[config.mk]
export PLATFORM = sky130hd
export DESIGN_NAME = cpp_regs
export DESIGN_NICKNAME = d
export VERILOG_FILES = /design/src/sv/cpp_pkg.sv /design/src/sv/cpp_regs.sv
export SDC_FILE = /design/constraint.sdc
export NUM_CORES = 1
export LEC_CHECK = 0
export BUFFER_PORTS_ARGS = -buffer_cell sky130_fd_sc_hd__buf_2
export CORE_MARGIN = 1.5
export CORE_UTILIZATION = 23
export DETAILED_ROUTE_END_ITERATION = 10
export SLEW_MARGIN = 20
export SYNTH_ARGS = -nofsm -noshare
export SYNTH_HDL_FRONTEND = slang
export SYNTH_SLANG_ARGS = --single-unit
[constraint.sdc]
create_clock -name clk -period 3.4 [get_ports clk]
set_clock_uncertainty 0.2 [all_clocks]
set_input_delay 0.68 -clock clk [delete_from_list [all_inputs] [get_ports clk]]
set_output_delay 0.68 -clock clk [all_outputs]
set_load 0.1 [all_outputs]
[src/sv/cpp_pkg.sv]
// cpp_pkg: shared constants, register codes and pipeline structs for the projector
// no dependencies; imported by every module of the block
`timescale 1ns / 1ps

package cpp_pkg;

    localparam int SCREEN_W  = 640;
    localparam int SCREEN_H  = 480;
    localparam int PIX_W     = 16;
    localparam int NUM_W     = 62;
    localparam int DEN_W     = 32;
    localparam int DIV_STEPS = NUM_W;
    localparam int ADDR_W    = 5;

    localparam logic signed [PIX_W-1:0] SCREEN_W_S = PIX_W'(SCREEN_W);
    localparam logic signed [PIX_W-1:0] SCREEN_H_S = PIX_W'(SCREEN_H);

    // projection values are held within +-2^47
    localparam logic signed [63:0] PROP_LIM = 64'sd140737488355328;

    typedef enum logic [2:0] {
        REG_POS_X,
        REG_POS_Y,
        REG_POS_Z,
        REG_TRIG_X,
        REG_TRIG_Y,
        REG_TRIG_Z,
        REG_PROJ_DIST,
        REG_ASPECT
    } reg_idx_t;

    typedef struct packed {
        logic signed [31:0] pos_x;
        logic signed [31:0] pos_y;
        logic signed [31:0] pos_z;
        logic [31:0]        trig_x;
        logic [31:0]        trig_y;
        logic [31:0]        trig_z;
        logic [30:0]        proj_dist;
        logic [15:0]        aspect;
    } cfg_t;

    typedef struct packed {
        logic        clipped;
        logic        ahead;
        logic        neg_x;
        logic        neg_y;
        logic [63:0] depth_sq;
    } side_t;

endpackage

[src/sv/cpp_regs.sv]
// cpp_regs: apb register file holding camera position, rotation trig and projection scales
// depends on cpp_pkg
`timescale 1ns / 1ps

module cpp_regs (
    input  logic                        clk,
    input  logic                        rst_n,
    input  logic                        psel,
    input  logic                        penable,
    input  logic                        pwrite,
    input  logic [cpp_pkg::ADDR_W-1:0]  paddr,
    input  logic [31:0]                 pwdata,
    output logic [31:0]                 prdata,
    output logic                        pready,
    output cpp_pkg::cfg_t               cfg
);
    import cpp_pkg::*;

    cfg_t     cfg_reg;
    reg_idx_t idx;
    logic     wr_en;

    assign idx    = reg_idx_t'(paddr[ADDR_W-1:2]);
    assign wr_en  = psel & penable & pwrite;
    assign pready = 1'b1;
    assign cfg    = cfg_reg;

    always_ff @(posedge clk or negedge rst_n)
    begin
        if (!rst_n)
        begin
            cfg_reg.pos_x       <= '0;
            cfg_reg.pos_y       <= '0;
            cfg_reg.pos_z       <= '0;
            cfg_reg.trig_x      <= 32'h4000_0000;
            cfg_reg.trig_y      <= 32'h4000_0000;
            cfg_reg.trig_z      <= 32'h4000_0000;
            cfg_reg.proj_dist   <= 31'd65536;
            cfg_reg.aspect      <= 16'd16384;
        end
        else if (wr_en)
        begin
            unique case (idx)
                REG_POS_X:       cfg_reg.pos_x       <= pwdata;
                REG_POS_Y:       cfg_reg.pos_y       <= pwdata;
                REG_POS_Z:       cfg_reg.pos_z       <= pwdata;
                REG_TRIG_X:      cfg_reg.trig_x      <= pwdata;
                REG_TRIG_Y:      cfg_reg.trig_y      <= pwdata;
                REG_TRIG_Z:      cfg_reg.trig_z      <= pwdata;
                REG_PROJ_DIST:   cfg_reg.proj_dist   <= pwdata[30:0];
                REG_ASPECT:      cfg_reg.aspect      <= pwdata[15:0];
            endcase
        end
    end

    always_comb
    begin
        unique case (idx)
            REG_POS_X:       prdata = cfg_reg.pos_x;
            REG_POS_Y:       prdata = cfg_reg.pos_y;
            REG_POS_Z:       prdata = cfg_reg.pos_z;
            REG_TRIG_X:      prdata = cfg_reg.trig_x;
            REG_TRIG_Y:      prdata = cfg_reg.trig_y;
            REG_TRIG_Z:      prdata = cfg_reg.trig_z;
            REG_PROJ_DIST:   prdata = {1'b0, cfg_reg.proj_dist};
            REG_ASPECT:      prdata = {16'd0, cfg_reg.aspect};
        endcase
    end

endmodule

==> flow_metrics.tcl <==
set metrics [dict create \
    status "finished, final reports clean" \
    numCtsBuffers 28 \
    yosys.area.top_type_share 0.533 \
    remaining_drc_errors 0 \
    post_drt_wl_per_cell_um 22.4 \
    r2r_slack_ns 2.39 \
    hp-class "in2reg" \
    worstSetupEndpointType "output pin" \
    synthMuxAreaShare 0.321 \
    drtIter0Drc 439 \
    syn_area_per_cell_um2 14.0 \
    insertion_delay_ns 0.55 \
    slew_violations 0 \
    total_power_mw 13.6 \
    cts_max_level 1 \
    antenna_found_initial 0 \
    period_needed_ns 3.22 \
    hold_violations 0 \
    post_cts_buffers 0 \
    rows 79 \
    nets 1160 \
    period_share 0.946 \
    gp_congestion 0.793 \
    worstPathMaxFanout 24 \
    grt_usage 0.157 \
    synth_nets 826 \
    grt_pass1_wl_um 58000 \
    largest_reg_flops 239 \
    grt_pass1_vias 8542 \
    synth_compound_area_frac 0.0572 \
    maxSlewHeadroom 0.555 \
    synth_top_area_cell "dfrtp_1" \
    layout_setup_ws_ns 0.184 \
    antenna_cells 0 \
    min_from "pwdata[30]" \
    synth_area_leaders "dfrtp_1, mux2_2, mux2i_1, mux4_2, nor2_1" \
    finalSetupViolCount 0 \
    cts.repair.resized 0 \
    p_per_area_nw_per_um2 917 \
    synth-simple-area-share 0.0395 \
    initial_core_util 0.234 \
    clock_sinks 239 \
    crit_start "paddr[3]" \
    tns_ns 0 \
    coreArea_um2 46900 \
    postSynthRegisterBits 239 \
    grt_max_degree 80 \
    path_class "in2out" \
    final_antenna_net_count 0 \
    clkTransAtPathRegs_ns 0.06 \
    first_pass_iters 4 \
    postRouteWirelength_um 39100 \
    die_w_um 221 \
    worstReg2RegEnd "cfg[110]$_DFFE_PN0P_" \
    dieHeight_um 221 \
    syn-cell-area_um2 11000 \
    portBuffers 310 \
    critPathRequiredTime_ns 2.52 \
    cap_violations 0 \
    vdd_ir_drop_max_mv 0.560 \
    pre_cts_ws_ns 0.166 \
    cts_tree "built" \
    r2r_start "cfg[110]$_DFFE_PN0P_" \
    via_per_inst 4.58 \
    cts-root-buf "clkbuf_16" \
    num_io_pins 314 \
    leakagePower_nw 7.15 \
    rsz0062_at_grt "false" \
    ys_warn_count 0 \
    endpoint "prdata[0]" \
    dieArea_um2 49100 \
    worstMarginPinSlew_ns 0.667 \
    syn_to_final_growth_pct 35.2 \
    whs_ns 0.231 \
    reg2reg_depth 1 \
    startpoint_type "input port" \
    synth_top_family_by_area "multiplexers" \
    yosysSeqAreaShare 0.545 \
    synthAdderAreaFrac 0 \
    vias 7992 \
    ctsLongestPathBuffers 3 \
    cp_data_arrival_time_ns 2.34 \
    synthCells 784 \
    synth_xor_area_frac 0 \
    fmax_mhz 311 \
    synth_cell_types 44 \
    drive_gt1_frac 0.594 \
    grt-ovfl-total 0 \
    dp_hpwl_um 26700 \
]
## worst min-delay path by stage
stage,endpoint,slack [ns],cells after the start
2_1_floorplan,cfg[0]$_DFFE_PN0P_,0.18,0
3_3_place_gp,cfg[97]$_DFFE_PN0P_,0.29,1
3_5_place_dp,cfg[49]$_DFFE_PN0P_,0.30,1
4_1_cts,cfg[141]$_DFFE_PN1P_,0.19,2
5_1_grt,cfg[141]$_DFFE_PN1P_,0.23,2
6_report,cfg[141]$_DFFE_PN1P_,0.23,2
## cells by family after synthesis
kind of cell / count (synthesis)
flops: 239
buf+inv: 58
simple gates: 83
mux: 311
other cells: 1
compound gates: 92
## synthesized netlist by cell type, drive strengths merged
cell	n
mux2	239
dfrtp	234
mux2i	63
nor2	54
buf	45
a21oi	28
a211oi	16
nand2	15
o22a	13
o22ai	13
mux4	9
clkbuf	8
dfstp	5
inv	5
nand2b	4
a211o	3
o21ai	3
o32ai	3
a21o	2
a221oi	2
and2	2
nand4	2
nor2b	2
nor3	2
o211ai	2
a311oi	1
a31oi	1
a32oi	1
a41oi	1
conb	1
nand3	1
nor3b	1
o21bai	1
o221ai	1
o311ai	1
## routing by layer
| metal | part of all wire | global-route usage | wire length (um) | vias to the layer above |
|---|---|---|---|---|
| met2 | 0.47 | 0.260 | 18500 | 232 |
| li1 | - | - | - | 3540 |
| met4 | 0.024 | 0.0373 | 933 | 0 |
| met5 | 0 | 0 | 0 | - |
| met3 | 0.063 | 0.0442 | 2450 | 61 |
| met1 | 0.44 | 0.202 | 17200 | 4159 |
## worst max-delay path, stage by stage
cell	delay [ns]
buf_6	0.32
inv_4	0.17
nand2_2	0.10
buf_4	0.38
nor2_1	0.09
a21oi_2	0.11
buf_2	0.44
## power breakdown
| group | switching (mW) | total, mW | internal, mW |
|---|---|---|---|
| combinational | 5.49 | 6.70 | 1.22 |
| sequential | 0.435 | 3.85 | 3.42 |
| clock | 1.18 | 3.06 | 1.87 |
| total | 7.11 | 13.6 | 6.50 |
## what timing repair did
action | in CTS | in global routing
endpoints found under the setup margin | 0 | 0
endpoints found under the hold margin | 71 | 0
hold buffers | 1 | 0
## stage by stage
step                      utilization  std cells  cell area (um2)
after floorplan                     -        784            11100
after global placement          0.297       1694            13900
after detailed placement        0.297       1694            13900
after CTS                       0.317       1744            14800
after global routing            0.317       1744            14800
final                           0.317       1744            14800
## area by class of cell
class                      instances  area (um2)
clock buffer                      46         870
clock inverter                     3        65.1
fill                            4748       32000
inverter                           5        21.3
multi-input combinational        487        4700
sequential                       239        5990
tap                              607         759
timing repair buffer             357        2440
## cells in the final DEF (no fill, tap or decap), drive strengths merged, types with 2 or more instances in the layout
cell type and instances:
nand4 2, o22a 13, mux2i 63, dfrtp 234, bufinv 2, a21oi 28
nor2 54, o21ai 3, mux2 239, a221oi 2, o211ai 2, a21o 2
nor2b 2, a211oi 16, mux4 9, o22ai 13, dfstp 5, and2 2
nand2b 4, clkbuf 46, nand2 15, o32ai 3, inv 5, buf 356
a211o 3, nor3 2
(Power assumes the default switching activity.)
